## src/design/bed_pkg.sv

```systemverilog
// Shared types and fixed-point constants for the blink event detector.
// Used by blink_event_detector; depends on nothing.

package bed_pkg;

   // Q0.16 constants, rounded to nearest
   localparam logic [15:0] Q_MIN_BASE  = 16'd1311;   // 0.02
   localparam logic [15:0] Q_MAX_BASE  = 16'd26214;  // 0.40
   localparam logic [15:0] Q_MIN_CLOSE = 16'd983;    // 0.015
   localparam logic [15:0] Q_HYST      = 16'd524;    // 0.008
   localparam logic [15:0] Q_CLOSE_K   = 16'd39322;  // 0.60
   localparam logic [15:0] Q_OPEN_K    = 16'd51118;  // 0.78
   localparam logic [15:0] Q_KEEP      = 16'd64881;  // 0.99
   localparam logic [15:0] Q_TAKE     = 16'd655;    // 0.01
   localparam logic [31:0] Q_ROUND     = 32'd32768;

   localparam logic [3:0]  STREAK_MAX      = 4'd15;
   localparam logic [3:0]  CONFIRM_RESET   = 4'd2;
   localparam logic [15:0] MIN_BLINK_RESET = 16'd80;
   localparam logic [15:0] MAX_BLINK_RESET = 16'd800;

   localparam int REQ_DATA_W = 48;
   localparam int RSP_DATA_W = 40;

   typedef logic [3:0]  streak_type;
   typedef logic [15:0] ratio_type;

   typedef enum logic [1:0] {
      CSR_CONFIRM_FRAMES = 2'd0,
      CSR_MIN_BLINK_MS   = 2'd1,
      CSR_MAX_BLINK_MS   = 2'd2
   } csr_index_type;

   function automatic streak_type streak_inc(streak_type s);
      streak_inc = (s < STREAK_MAX) ? s + 4'd1 : STREAK_MAX;
   endfunction

endpackage

```

## src/design/blink_event_detector.sv

```systemverilog
// Blink event detector: one dark-ratio word per frame in, one status word out.
// Depends on bed_pkg for constants and types.
//
// Usage:
//   req channel: one word per video frame. tuser is the measurement-valid flag,
//   tdata holds the dark-pixel ratio (Q0.16) and the frame timestamp in milliseconds.
//   rsp channel: one word for every request word, in order, carrying the
//   running blink total, the closure flag, a blink event flag and the blink
//   duration (zero when no event).
//   csr port: APB-style, confirm_frames at 0x0, min_blink_ms at 0x4,
//   max_blink_ms at 0x8. Write only while no word is in flight.
// Path: a word goes from the input register through the result register to rsp.
// Throughput: one word per cycle unless rsp stalls; the clock is set by the
// baseline threshold multiply followed by the compare chain in the decision stage.
// Reset: synchronous, clears the baseline, streaks, closure tracking and the
// blink counter, and loads the register defaults (2, 80, 800).
// Stall: while rsp_tready is low the result register holds; one more word
// may sit in the input register, after which req_tready drops.

module blink_event_detector #(
   parameter int TIME_WIDTH  = 32,
   parameter int COUNT_WIDTH = 16
) (
   input  logic        clock,
   input  logic        reset,
   // request stream
   input  logic        req_tvalid,
   output logic        req_tready,
   input  logic [bed_pkg::REQ_DATA_W-1:0] req_tdata,   // [15:0] ratio, [47:16] time_ms
   input  logic        req_tuser,   // [0] measurement_valid
   // result stream
   output logic        rsp_tvalid,
   input  logic        rsp_tready,
   output logic [bed_pkg::RSP_DATA_W-1:0] rsp_tdata,   // [15:0] blink_total, [16] eye_closed,
                                    // [17] blink_event, [33:18] blink_dur_ms,
                                    // [39:34] zero
   // configuration
   input  logic        csr_psel,
   input  logic        csr_penable,
   input  logic        csr_pwrite,
   input  logic [3:0]  csr_paddr,
   input  logic [31:0] csr_pwdata,
   output logic [31:0] csr_prdata,
   output logic        csr_pready
);

   localparam int TIME_IN_W = (TIME_WIDTH < 32) ? TIME_WIDTH : 32;
   localparam int CNT_EXT_W = (COUNT_WIDTH > 16) ? COUNT_WIDTH : 16;

   // configuration registers
   logic [3:0]  confirm_ff, confirm_in;
   logic [15:0] min_ms_ff, min_ms_in;
   logic [15:0] max_ms_ff, max_ms_in;

   // input stage
   logic                  s1_valid_ff, s1_valid_in;
   logic                  s1_meas_ff;
   bed_pkg::ratio_type    s1_ratio_ff;
   logic [TIME_WIDTH-1:0] s1_time_ff;

   // detector state
   bed_pkg::streak_type   closed_streak_ff, closed_streak_in;
   bed_pkg::streak_type   open_streak_ff, open_streak_in;
   logic [COUNT_WIDTH-1:0] counter_ff, counter_in;
   logic                  closure_ff, closure_in;
   logic                  suppress_ff, suppress_in;
   logic                  ready_ff, ready_in;
   bed_pkg::ratio_type    baseline_ff, baseline_in;
   logic [TIME_WIDTH-1:0] close_start_ff, close_start_in;
   logic [TIME_WIDTH-1:0] reopen_start_ff, reopen_start_in;

   // result register
   logic                  rsp_valid_ff, rsp_valid_in;
   logic [bed_pkg::RSP_DATA_W-1:0] rsp_data_ff, rsp_data_in;

   logic advance;
   logic csr_write;
   bed_pkg::csr_index_type csr_index;

   // decision stage signals
   bed_pkg::ratio_type    base_cur;
   logic [31:0]           close_prod, open_prod, ema_sum;
   logic [15:0]           close_scaled, open_scaled, ema_raw;
   logic [16:0]           close_thr, open_thr;
   logic                  looks_shut, is_open;
   bed_pkg::streak_type   streak_next;
   logic [TIME_WIDTH-1:0] reopen_v, dur;
   logic                  out_closed, out_event;
   logic [15:0]           out_dur, out_total;
   logic [CNT_EXT_W-1:0]  count_ext;

   // ---------------- handshakes ----------------
   assign advance     = s1_valid_ff && (!rsp_valid_ff || rsp_tready);
   assign req_tready  = !s1_valid_ff || advance;
   assign s1_valid_in = (req_tvalid && req_tready) ? 1'b1 :
                        (advance ? 1'b0 : s1_valid_ff);
   assign rsp_valid_in = advance ? 1'b1 : (rsp_tready ? 1'b0 : rsp_valid_ff);
   assign rsp_tvalid  = rsp_valid_ff;
   assign rsp_tdata   = rsp_data_ff;

   // ---------------- configuration port ----------------
   assign csr_pready = 1'b1;
   assign csr_write  = csr_psel && csr_penable && csr_pwrite;
   assign csr_index  = bed_pkg::csr_index_type'(csr_paddr[3:2]);

   always_comb begin
      confirm_in = confirm_ff;
      min_ms_in  = min_ms_ff;
      max_ms_in  = max_ms_ff;
      csr_prdata = 32'd0;
      unique case (csr_index)
         bed_pkg::CSR_CONFIRM_FRAMES: begin
            csr_prdata = {28'd0, confirm_ff};
            if (csr_write) confirm_in = csr_pwdata[3:0];
         end
         bed_pkg::CSR_MIN_BLINK_MS: begin
            csr_prdata = {16'd0, min_ms_ff};
            if (csr_write) min_ms_in = csr_pwdata[15:0];
         end
         bed_pkg::CSR_MAX_BLINK_MS: begin
            csr_prdata = {16'd0, max_ms_ff};
            if (csr_write) max_ms_in = csr_pwdata[15:0];
         end
         default: begin
            csr_prdata = 32'd0;
         end
      endcase
   end

   // ---------------- thresholds and baseline average ----------------
   always_comb begin
      // seed from the first valid sample
      if (ready_ff) begin
         base_cur = baseline_ff;
      end else begin
         base_cur = (s1_ratio_ff > bed_pkg::Q_MIN_BASE) ? s1_ratio_ff : bed_pkg::Q_MIN_BASE;
      end
      close_prod   = 32'(base_cur) * 32'(bed_pkg::Q_CLOSE_K) + bed_pkg::Q_ROUND;
      open_prod    = 32'(base_cur) * 32'(bed_pkg::Q_OPEN_K) + bed_pkg::Q_ROUND;
      ema_sum      = 32'(base_cur) * 32'(bed_pkg::Q_KEEP)
                     + 32'(s1_ratio_ff) * 32'(bed_pkg::Q_TAKE) + bed_pkg::Q_ROUND;
      close_scaled = close_prod[31:16];
      open_scaled  = open_prod[31:16];
      ema_raw      = ema_sum[31:16];

      close_thr = (close_scaled < bed_pkg::Q_MIN_CLOSE) ? {1'b0, bed_pkg::Q_MIN_CLOSE}
                                                        : {1'b0, close_scaled};
      open_thr  = close_thr + {1'b0, bed_pkg::Q_HYST};
      if ({1'b0, open_scaled} > open_thr) open_thr = {1'b0, open_scaled};
      looks_shut = {1'b0, s1_ratio_ff} < close_thr;
      is_open    = {1'b0, s1_ratio_ff} > open_thr;
   end

   // ---------------- decision ----------------
   always_comb begin
      closed_streak_in = closed_streak_ff;
      open_streak_in   = open_streak_ff;
      counter_in       = counter_ff;
      closure_in       = closure_ff;
      suppress_in      = suppress_ff;
      ready_in         = ready_ff;
      baseline_in      = baseline_ff;
      close_start_in   = close_start_ff;
      reopen_start_in  = reopen_start_ff;
      out_closed       = closure_ff;
      out_event        = 1'b0;
      out_dur          = 16'd0;
      streak_next      = bed_pkg::streak_inc(open_streak_ff);
      reopen_v         = reopen_start_ff;
      dur              = '0;

      if (!s1_meas_ff) begin
         closed_streak_in = '0;
         open_streak_in   = '0;
         if (!suppress_ff) closure_in = 1'b0;
      end else begin
         ready_in    = 1'b1;
         baseline_in = base_cur;
         // track the open-eye level only while nothing is going on
         if (!closure_ff && !suppress_ff && !looks_shut) begin
            if (ema_raw < bed_pkg::Q_MIN_BASE) begin
               baseline_in = bed_pkg::Q_MIN_BASE;
            end else if (ema_raw > bed_pkg::Q_MAX_BASE) begin
               baseline_in = bed_pkg::Q_MAX_BASE;
            end else begin
               baseline_in = ema_raw;
            end
         end

         if (suppress_ff) begin
            if (is_open) begin
               open_streak_in = streak_next;
               if (streak_next >= confirm_ff) begin
                  suppress_in    = 1'b0;
                  open_streak_in = '0;
               end
            end else begin
               open_streak_in = '0;
            end
         end else if (!closure_ff) begin
            if (looks_shut) begin
               if (closed_streak_ff == '0) close_start_in = s1_time_ff;
               closed_streak_in = bed_pkg::streak_inc(closed_streak_ff);
               if (bed_pkg::streak_inc(closed_streak_ff) >= confirm_ff) begin
                  closure_in     = 1'b1;
                  open_streak_in = '0;
                  out_closed     = 1'b1;
               end
            end else begin
               closed_streak_in = '0;
            end
         end else if (is_open) begin
            if (open_streak_ff == '0) reopen_v = s1_time_ff;
            reopen_start_in = reopen_v;
            open_streak_in  = streak_next;
            if (streak_next >= confirm_ff) begin
               dur = reopen_v - close_start_ff;
               if (dur >= TIME_WIDTH'(min_ms_ff) && dur <= TIME_WIDTH'(max_ms_ff)) begin
                  if (counter_ff != {COUNT_WIDTH{1'b1}}) begin
                     counter_in = counter_ff + COUNT_WIDTH'(1);
                  end
                  out_event = 1'b1;
                  out_dur   = dur[15:0];
               end
               closure_in       = 1'b0;
               closed_streak_in = '0;
               open_streak_in   = '0;
               out_closed       = 1'b0;
            end
         end else begin
            open_streak_in = '0;
            dur = s1_time_ff - close_start_ff;
            // overlong closure: drop it and wait for the eye to reopen
            if (dur > TIME_WIDTH'(max_ms_ff)) begin
               closure_in       = 1'b0;
               closed_streak_in = '0;
               suppress_in      = 1'b1;
               out_closed       = 1'b0;
            end
         end
      end

      count_ext = CNT_EXT_W'(counter_in);
      out_total = (count_ext > CNT_EXT_W'(16'hFFFF)) ? 16'hFFFF : count_ext[15:0];
      rsp_data_in = {6'd0, out_dur, out_event, out_closed, out_total};
   end

   // ---------------- registers ----------------
   always_ff @(posedge clock) begin
      if (reset) begin
         confirm_ff       <= bed_pkg::CONFIRM_RESET;
         min_ms_ff        <= bed_pkg::MIN_BLINK_RESET;
         max_ms_ff        <= bed_pkg::MAX_BLINK_RESET;
         s1_valid_ff      <= 1'b0;
         rsp_valid_ff     <= 1'b0;
         closed_streak_ff <= '0;
         open_streak_ff   <= '0;
         counter_ff       <= '0;
         closure_ff       <= 1'b0;
         suppress_ff      <= 1'b0;
         ready_ff         <= 1'b0;
         baseline_ff      <= '0;
         close_start_ff   <= '0;
         reopen_start_ff  <= '0;
      end else begin
         confirm_ff   <= confirm_in;
         min_ms_ff    <= min_ms_in;
         max_ms_ff    <= max_ms_in;
         s1_valid_ff  <= s1_valid_in;
         rsp_valid_ff <= rsp_valid_in;
         if (advance) begin
            closed_streak_ff <= closed_streak_in;
            open_streak_ff   <= open_streak_in;
            counter_ff       <= counter_in;
            closure_ff       <= closure_in;
            suppress_ff      <= suppress_in;
            ready_ff         <= ready_in;
            baseline_ff      <= baseline_in;
            close_start_ff   <= close_start_in;
            reopen_start_ff  <= reopen_start_in;
         end
      end
   end

   always_ff @(posedge clock) begin
      if (req_tvalid && req_tready) begin
         s1_meas_ff  <= req_tuser;
         s1_ratio_ff <= req_tdata[15:0];
         s1_time_ff  <= TIME_WIDTH'(req_tdata[16 +: TIME_IN_W]);
      end
      if (advance) begin
         rsp_data_ff <= rsp_data_in;
      end
   end

`ifndef NO_ASSERTIONS
   // a completed blink always reports the eye as open again
   a_event_open: assert property (@(posedge clock) disable iff (reset)
      rsp_valid_ff && rsp_data_ff[17] |-> !rsp_data_ff[16])
      else $error("blink event reported with eye closed");

   // duration is only nonzero on an event word
   a_dur_zero: assert property (@(posedge clock) disable iff (reset)
      rsp_valid_ff && !rsp_data_ff[17] |-> rsp_data_ff[33:18] == 16'd0)
      else $error("blink duration without event");

   // suppression and an active closure exclude each other
   a_supp_excl: assert property (@(posedge clock) disable iff (reset)
      !(suppress_ff && closure_ff))
      else $error("closure active while suppressed");

   // the blink counter never goes backward
   a_count_mono: assert property (@(posedge clock) disable iff (reset)
      !$past(reset) |-> counter_ff >= $past(counter_ff))
      else $error("blink counter decreased");
`endif

endmodule
```

## config.mk

```make
export PLATFORM = sky130hd
export DESIGN_NAME = blink_event_detector
export DESIGN_NICKNAME = d
export VERILOG_FILES = /design/src/design/bed_pkg.sv /design/src/design/blink_event_detector.sv
export SDC_FILE = /design/constraint.sdc
export NUM_CORES = 2
export LEC_CHECK = 0
export BUFFER_PORTS_ARGS = -buffer_cell sky130_fd_sc_hd__buf_2
export CAP_MARGIN = 20
export CORE_MARGIN = 2
export CORE_UTILIZATION = 35
export DETAILED_ROUTE_END_ITERATION = 10
export PLACE_DENSITY = 0.48
export RECOVER_POWER = 100
export REMOVE_ABC_BUFFERS = 1
export SYNTH_ARGS = -nofsm -noshare
export SYNTH_HDL_FRONTEND = slang
export SYNTH_SLANG_ARGS = --single-unit
```

## constraint.sdc

```tcl
create_clock -name clock -period 21 [get_ports clock]
set_input_delay 4.2 -clock clock [delete_from_list [all_inputs] [get_ports clock]]
set_output_delay 4.2 -clock clock [all_outputs]
set_load 0.005 [all_outputs]
```

=== Word-level counts from Yosys, hierarchy flattened ===
Index checks and enable logic that the tools add are counted.

* Register bits after elaboration: 228
* Output and inout port bits: 75
* Logic and storage cells: 151
* Input port bits: 92

* Bitwise gates (word level): 6
* $mul: 4
* Reduce and logical (&&, ||, !) cells: 30
* Magnitude comparators: 15
* Eq/ne operators: 9
* $add $sub $neg: 10
* Muxes and demuxes: 56

{| class="wikitable"
|+ Operators with widths
! operator !! count
|-
| 16-bit 2-to-1 mux || 13
|-
| 32-bit 2-to-1 mux || 5
|-
| 32-bit by 16-bit adder with 32-bit output (second input constant) || 3
|-
| 4-bit 2-to-1 mux || 16
|-
| 32-bit subtractor || 2
|-
| 16-bit by 15-bit multiplier with 31-bit output (second input constant) || 2
|-
| 16-bit case mux with 3 select lines || 1
|-
| 16-bit by 17-bit greater-than comparator with 1-bit output || 2
|-
| 32-bit by 26-bit adder with 32-bit output || 1
|-
| 32-bit by 16-bit >= comparator with 1-bit output || 1
|-
| 32-bit by 16-bit greater-than comparator with 1-bit output || 1
|-
| 32-bit by 16-bit <= comparator with 1-bit output || 1
|-
| 16-bit by 16-bit multiplier with 32-bit output (second input constant) || 1
|-
| 16-bit by 10-bit multiplier with 26-bit output (second input constant) || 1
|-
| 1-bit 2-to-1 mux || 20
|-
| 16-bit by 10-bit adder with 17-bit output (second input constant) || 1
|-
| 17-bit 2-to-1 mux || 1
|-
| 16-bit by 1-bit adder with 16-bit output (second input constant) || 1
|-
| 16-bit by 11-bit greater-than comparator with 1-bit output (second input constant) || 1
|-
| 16-bit by 15-bit greater-than comparator with 1-bit output (second input constant) || 1
|-
| 16-bit greater-than comparator (second input constant) || 1
|-
| 16-bit by 10-bit < comparator with 1-bit output (second input constant) || 1
|-
| 16-bit by 11-bit < comparator with 1-bit output (second input constant) || 1
|-
| 16-bit < comparator || 1
|-
| 24 further kinds || 51
|}

=== Longest topological paths before layout ===
* Depth after elaboration: 25
* Mapped depth: 70
* Mapped depth without buffers: 67

=== Worst setup path after synthesis ===
OpenSTA, ideal clock, no wires.

* Kind: register to register
* Start: reg s1_ratio_ff[6]
* End: reg rsp_data_ff (netlist bit rsp_tdata[1]) (data pin)
* Period minus slack after synthesis: 15270 ps
* Arrival: 15008 ps
* Slack: 5730 ps
* Library setup time: 262 ps
* Path buffers: 4
* Cell stages (with the launch flop): 64
* Cells stage by stage: edfxtp_1 inv_1 ha_1 a21bo_2 a21oi_1 o211ai_1 a21oi_1 o31ai_1 nand2_1 inv_1 or2_2 inv_1 ha_1 fa_1 fa_1 fa_1 inv_1 fa_1 (+28 left out) o21ai_0 nand3_1 mux2i_1 ha_1 nor2b_1 o21a_1 o21a_1 o21a_1 o21a_1 o21a_1 o211ai_1 a31oi_1 o31a_1 o2111a_1 buf_2 buf_4 nand2_1 mux2_1

* Word-level cells in the longest chain between the ends: 16
* Elaborated cells between the ends (all ways): 18
* Those cells by class: add/sub (3); mul (2); order compare (5); mux (8)

{| class="wikitable"
|+ RTL lines
! element !! RTL line !! text
|-
| start, declared || blink_event_detector.sv:58 || <nowiki>bed_pkg::ratio_type s1_ratio_ff;</nowiki>
|-
| start signal, assigned || blink_event_detector.sv:288 || <nowiki>s1_ratio_ff <= req_tdata[15:0];</nowiki>
|-
| 16-bit by 11-bit greater-than comparator with 1-bit output || blink_event_detector.sv:136 || <nowiki>base_cur = (s1_ratio_ff > bed_pkg::Q_MIN_BASE) ? s1_ratio_ff : bed_pkg::Q_MIN_BASE;</nowiki>
|-
| 16-bit 2-to-1 mux || blink_event_detector.sv:136 ||
|-
| 16-bit 2-to-1 mux || blink_event_detector.sv:133 || <nowiki>if (ready_ff) begin</nowiki>
|-
| 16-bit by 15-bit multiplier with 31-bit output || blink_event_detector.sv:138 || <nowiki>close_prod = 32'(base_cur) * 32'(bed_pkg::Q_CLOSE_K) + bed_pkg::Q_ROUND;</nowiki>
|-
| 32-bit by 16-bit adder with 32-bit output || blink_event_detector.sv:138 ||
|-
| 16-bit by 10-bit < comparator with 1-bit output || blink_event_detector.sv:146 || <nowiki>close_thr = (close_scaled < bed_pkg::Q_MIN_CLOSE) ? {1'b0, bed_pkg::Q_MIN_CLOSE}</nowiki>
|-
| 16-bit 2-to-1 mux || blink_event_detector.sv:146 ||
|-
| 16-bit by 10-bit adder with 17-bit output || blink_event_detector.sv:148 || <nowiki>open_thr = close_thr + {1'b0, bed_pkg::Q_HYST};</nowiki>
|-
| 16-bit by 17-bit greater-than comparator with 1-bit output || blink_event_detector.sv:149 || <nowiki>if ({1'b0, open_scaled} > open_thr) open_thr = {1'b0, open_scaled};</nowiki>
|-
| 17-bit 2-to-1 mux || blink_event_detector.sv:149 ||
|-
| 16-bit by 17-bit greater-than comparator with 1-bit output (*) || blink_event_detector.sv:151 || <nowiki>is_open = {1'b0, s1_ratio_ff} > open_thr;</nowiki>
|-
| 16-bit 2-to-1 mux (*) || blink_event_detector.sv:212 || <nowiki>end else if (is_open) begin</nowiki>
|-
| 16-bit 2-to-1 mux (*) || blink_event_detector.sv:200 || <nowiki>end else if (!closure_ff) begin</nowiki>
|-
| 16-bit 2-to-1 mux (*) || blink_event_detector.sv:190 || <nowiki>if (suppress_ff) begin</nowiki>
|-
| 16-bit 2-to-1 mux (*) || blink_event_detector.sv:172 || <nowiki>if (!s1_meas_ff) begin</nowiki>
|-
| net count_ext[1] || blink_event_detector.sv:90 || <nowiki>logic [CNT_EXT_W-1:0] count_ext;</nowiki>
|-
| 16-bit greater-than comparator || blink_event_detector.sv:244 || <nowiki>out_total = (count_ext > CNT_EXT_W'(16'hFFFF)) ? 16'hFFFF : count_ext[15:0];</nowiki>
|-
| end signal, assigned || blink_event_detector.sv:292 || <nowiki>rsp_data_ff <= rsp_data_in;</nowiki>
|-
| end, declared || blink_event_detector.sv:74 || <nowiki>logic [bed_pkg::RSP_DATA_W-1:0] rsp_data_ff, rsp_data_in;</nowiki>
|}

The timed path passes the listed nets; every way through them passes the cells marked *.
A chain may end at the register's enable or synchronous reset.

=== Final worst setup path ===
* Start: reg s1_ratio_ff[11]
* End: reg counter_ff[14]

* Word-level cells in the longest chain between the ends: 15
* Elaborated cells between the ends (all ways): 17
* Those cells by class: add/sub (3); mul (2); order compare (4); mux (8)

{| class="wikitable"
|+ RTL lines
! element !! RTL line !! text
|-
| 16-bit by 11-bit greater-than comparator with 1-bit output || blink_event_detector.sv:136 ||
|-
| 16-bit 2-to-1 mux || blink_event_detector.sv:136 ||
|-
| 16-bit 2-to-1 mux || blink_event_detector.sv:133 ||
|-
| 16-bit by 15-bit multiplier with 31-bit output || blink_event_detector.sv:138 ||
|-
| 32-bit by 16-bit adder with 32-bit output || blink_event_detector.sv:138 ||
|-
| 16-bit by 10-bit < comparator with 1-bit output || blink_event_detector.sv:146 ||
|-
| 16-bit 2-to-1 mux || blink_event_detector.sv:146 ||
|-
| 16-bit by 10-bit adder with 17-bit output || blink_event_detector.sv:148 ||
|-
| 16-bit by 17-bit greater-than comparator with 1-bit output || blink_event_detector.sv:149 ||
|-
| 17-bit 2-to-1 mux || blink_event_detector.sv:149 ||
|-
| 16-bit by 17-bit greater-than comparator with 1-bit output (*) || blink_event_detector.sv:151 ||
|-
| 16-bit 2-to-1 mux (*) || blink_event_detector.sv:212 ||
|-
| 16-bit 2-to-1 mux (*) || blink_event_detector.sv:200 ||
|-
| 16-bit 2-to-1 mux (*) || blink_event_detector.sv:190 ||
|-
| 16-bit 2-to-1 mux (*) || blink_event_detector.sv:172 ||
|-
| end signal, assigned || blink_event_detector.sv:274 || <nowiki>counter_ff <= counter_in;</nowiki>
|-
| end, declared || blink_event_detector.sv:64 || <nowiki>logic [COUNT_WIDTH-1:0] counter_ff, counter_in;</nowiki>
|}

Every way passes the cells marked *; elsewhere a longest branch is shown, timed or not.

==> summary.md <==
| Metric | Value |
|---|---|
| Post-CTS Resized | 0 |
| Drt wl/cell | 21.2 µm |
| Clk_lat worst skew | 0.62 ns |
| Most common cell in the netlist | inv_1 |
| CP Data Arrival Time | 19.54 ns |
| Max Cap Violations | 7 |
| HPWL after detailed placement | 92.2 mm |
| Post-synth EDFFs | 83 |
| Peak per-stage delay on the critical path | 0.92 ns |
| Die H | 318 µm |
| Fin nets | 4,927 |
| First-pass GRT wire length | 171 mm |
| GRT Overall Usage | 21.9% |
| TritonRoute pass-1 iters | 5 |
| DRT iter0 DRCs | 1,425 |
| Cell Area, Synth | 34,600 µm² |
| Mapped Cells | 3,786 |
| CP max stage cell | edfxtp_1 |
| Multi-input gate area | 26,400 µm² |
| Vias post-DR | 27,000 |
| Crit path to | counter_ff[14] |
| Post-Route WL | 111 mm |
| Final critical-path share of the clock period | 90.7% |
| Slack of the worst reg-to-reg path | 1.95 ns |
| Pin count of the biggest net entering global routing | 65 |
| RSZ-0062 raised after global routing | no |
| Io pins | 167 |
| Yosys warning count | 0 |
| Synth area leader | ha_1 |
| Initial antenna violation count | 4 |
| FF-to-FF Start | s1_ratio_ff[11] |
| Synth area leaders | ha_1 (22%), fa_1 (19%), dfxtp_1 (8.4%) |
| Setup Skew | 0.0338 ns |
| Commonest cells in the netlist | inv_1 (621), ha_1 (598), fa_1 (336) |
| Worst Hold Class | flip-flop to flip-flop |
| CP endpoint kind | flip-flop |
| CTS tree | yes |
| Worst Setup SP | s1_ratio_ff[11] |
| Ant. Diodes | 0 |
| Register area | 5400 µm² |
| Core box area | 98,100 µm² |
| Synth top area share | 21.6% |
| Top FF cell, synth | dfxtp_1 |
| Number of global-route vias before repair | 28,100 |
| Average cell area after synthesis | 9.13 µm² |
| Drt drc | 0 |
| Max Clk Rate | 0.0525 GHz |
| Most used cell, CP | ha_1 |
| Die X-Extent | 318 µm |
| Port buffer count | 125 |
| Final ANT Viol Nets | 0 |
| Gr ovfl total | 0 |
| Worst setup SP type | flip-flop |
| Setup CP Type | flip-flop to flip-flop |
| TritonCTS Buffers | 30 |
| Final setup margin | 1.95 ns |
| Starting Density | 35.2% |
| Crit Path Max Fanout | 23 |
| Worst Path Required | 21.49 ns |
| Dpl ws | 2.69 ns |
| Vias/cell | 5.19 |
| Gpl congestion | 0.972 |
| Final setup fails | 0 |
| Clock root buffer master | clkbuf_16 |
| R2R depth | 62 |
| Slew Limit Fails | 298 |
| Final hold vios | 0 |
| Synth cell types | 99 |
| Fillers | 10,200 |
| Asr flop ratio synth | 0% |
| Clk sinks | 228 |
| Violated checks | max-capacitance violations, max-slew violations |
| Post-synthesis sequential area ratio | 15.6% |
| Min cycle time layout | 19.05 ns |
| DIE AREA | 101,000 µm² |
| Status | complete, but fails checks |
| Layout cells sized above 1 | 6.55% |
| Clock Path Buffers | 3 |
| CTS Hold Bufs | 0 |
| Postcts setup bufs | 0 |
| Worst-Margin Slew | 3.29 ns |
| # rows | 115 |
| RR Endpoint | counter_ff[14] |
| H-Tree Depth | 1 |
| Seq cells post-synth | 228 |
| Syn-to-layout area delta | 8.76% |
| Max_slew headroom | -119% |
| Clock Pin Slew Worst Setup and Hold Paths | 0.07 ns |
| Setup TNS | 0 ns |
cell families (layout without fill, tap and decap cells):
group                      after synthesis  count (layout)  synth area share, %
muxes                                  141             141                 4.26
xor gates and xnor gates               137             137                 3.47
DFF                                    228             228                 15.6
adders and majority gates              934             934                 41.1
buffers and inverters                  735             852                 8.41
AOI/OAI and AO/OA                      729             729                 14.5
and+or+nand+nor                        880             880                 12.7
other                                    2              23               0.0217
critical path, delay by kind of cell (launching register included):
family	cells	cell delay [ns]
multiplexers	1	0.37
AO/OA/AOI/OAI	25	7.35
AND/OR/NAND/NOR	14	3.31
adder cells (fa/ha/maj)	12	4.57
XOR/XNOR	2	0.43
buffers and inverters	8	1.90
flip-flops	1	0.92
layout make-up:
type	instances	share of cell area [%]
Clock buffer	38	2.16
Clock inverter	17	0.446
Inverter	622	6.21
Multi-Input combinational cell	2844	70.2
Sequential cell	228	14.3
Tap cell	1287	4.28
Timing Repair Buffer	175	2.40
worst min-delay path by stage:
| stage | start | endpoint | slack [ns] | depth (start not counted) |
|---|---|---|---|---|
| finish | baseline_ff[15] | baseline_ff[15] | 0.46 | 2 |
| global route | baseline_ff[15] | baseline_ff[15] | 0.49 | 2 |
| CTS | baseline_ff[15] | baseline_ff[15] | 0.46 | 2 |
| detailed placement | baseline_ff[15] | baseline_ff[15] | 0.45 | 2 |
| global placement | baseline_ff[15] | baseline_ff[15] | 0.45 | 2 |
| floorplan | baseline_ff[15] | baseline_ff[15] | 0.43 | 2 |
per-stage QoR:
stage	utilization, %	hold WS [ns]	std cells	cell area [µm²]
after floorplan	-	0.426	3694	34100
after global placement	37.4	0.449	5154	36700
after detailed placement	37.5	0.450	5155	36800
after CTS	38.5	0.459	5210	37700
after global routing	38.3	0.495	5211	37600
final	38.3	0.462	5211	37600
routing by layer:
metal	routed length, µm	vias to the layer above	track usage, %	part of all wire (%)
met3	3860	159	2.09	3.5
met2	54400	538	38.8	49
met4	4510	0	8.10	4.1
met5	0	-	0	0
li1	-	13300	-	-
met1	47900	13100	27.6	43
flip-flops by register name (all words and copies together), names as in the netlist, 16 cells and up:
signal	flops
min_ms_ff	16
reopen_start_ff	32
s1_time_ff	32
baseline_ff	16
s1_ratio_ff	16
max_ms_ff	16
close_start_ff	32
counter_ff	16
rsp_tdata	34
cell usage in the layout, fill, tap and decap left out, types with 44 or more instances in the layout:
master | synthesis | layout
buf_2 | 13 | 83
nor3_1 | 45 | 46
clkbuf_1 | 65 | 59
edfxtp_1 | 83 | 83
xor2_1 | 51 | 51
o21a_1 | 55 | 55
nand2_1 | 217 | 218
nand4_1 | 56 | 56
fa_1 | 336 | 336
nand3_1 | 75 | 75
inv_1 | 621 | 621
nor2_1 | 235 | 235
mux2i_1 | 92 | 92
a21oi_1 | 171 | 171
a21o_1 | 87 | 87
mux2_2 | 44 | 44
ha_1 | 598 | 598
dfxtp_1 | 145 | 145
o21ai_0 | 120 | 122
xnor2_1 | 86 | 86
Power is not shown: default switching activity piles up to over one toggle a cycle in this logic, so the estimate is an artifact.
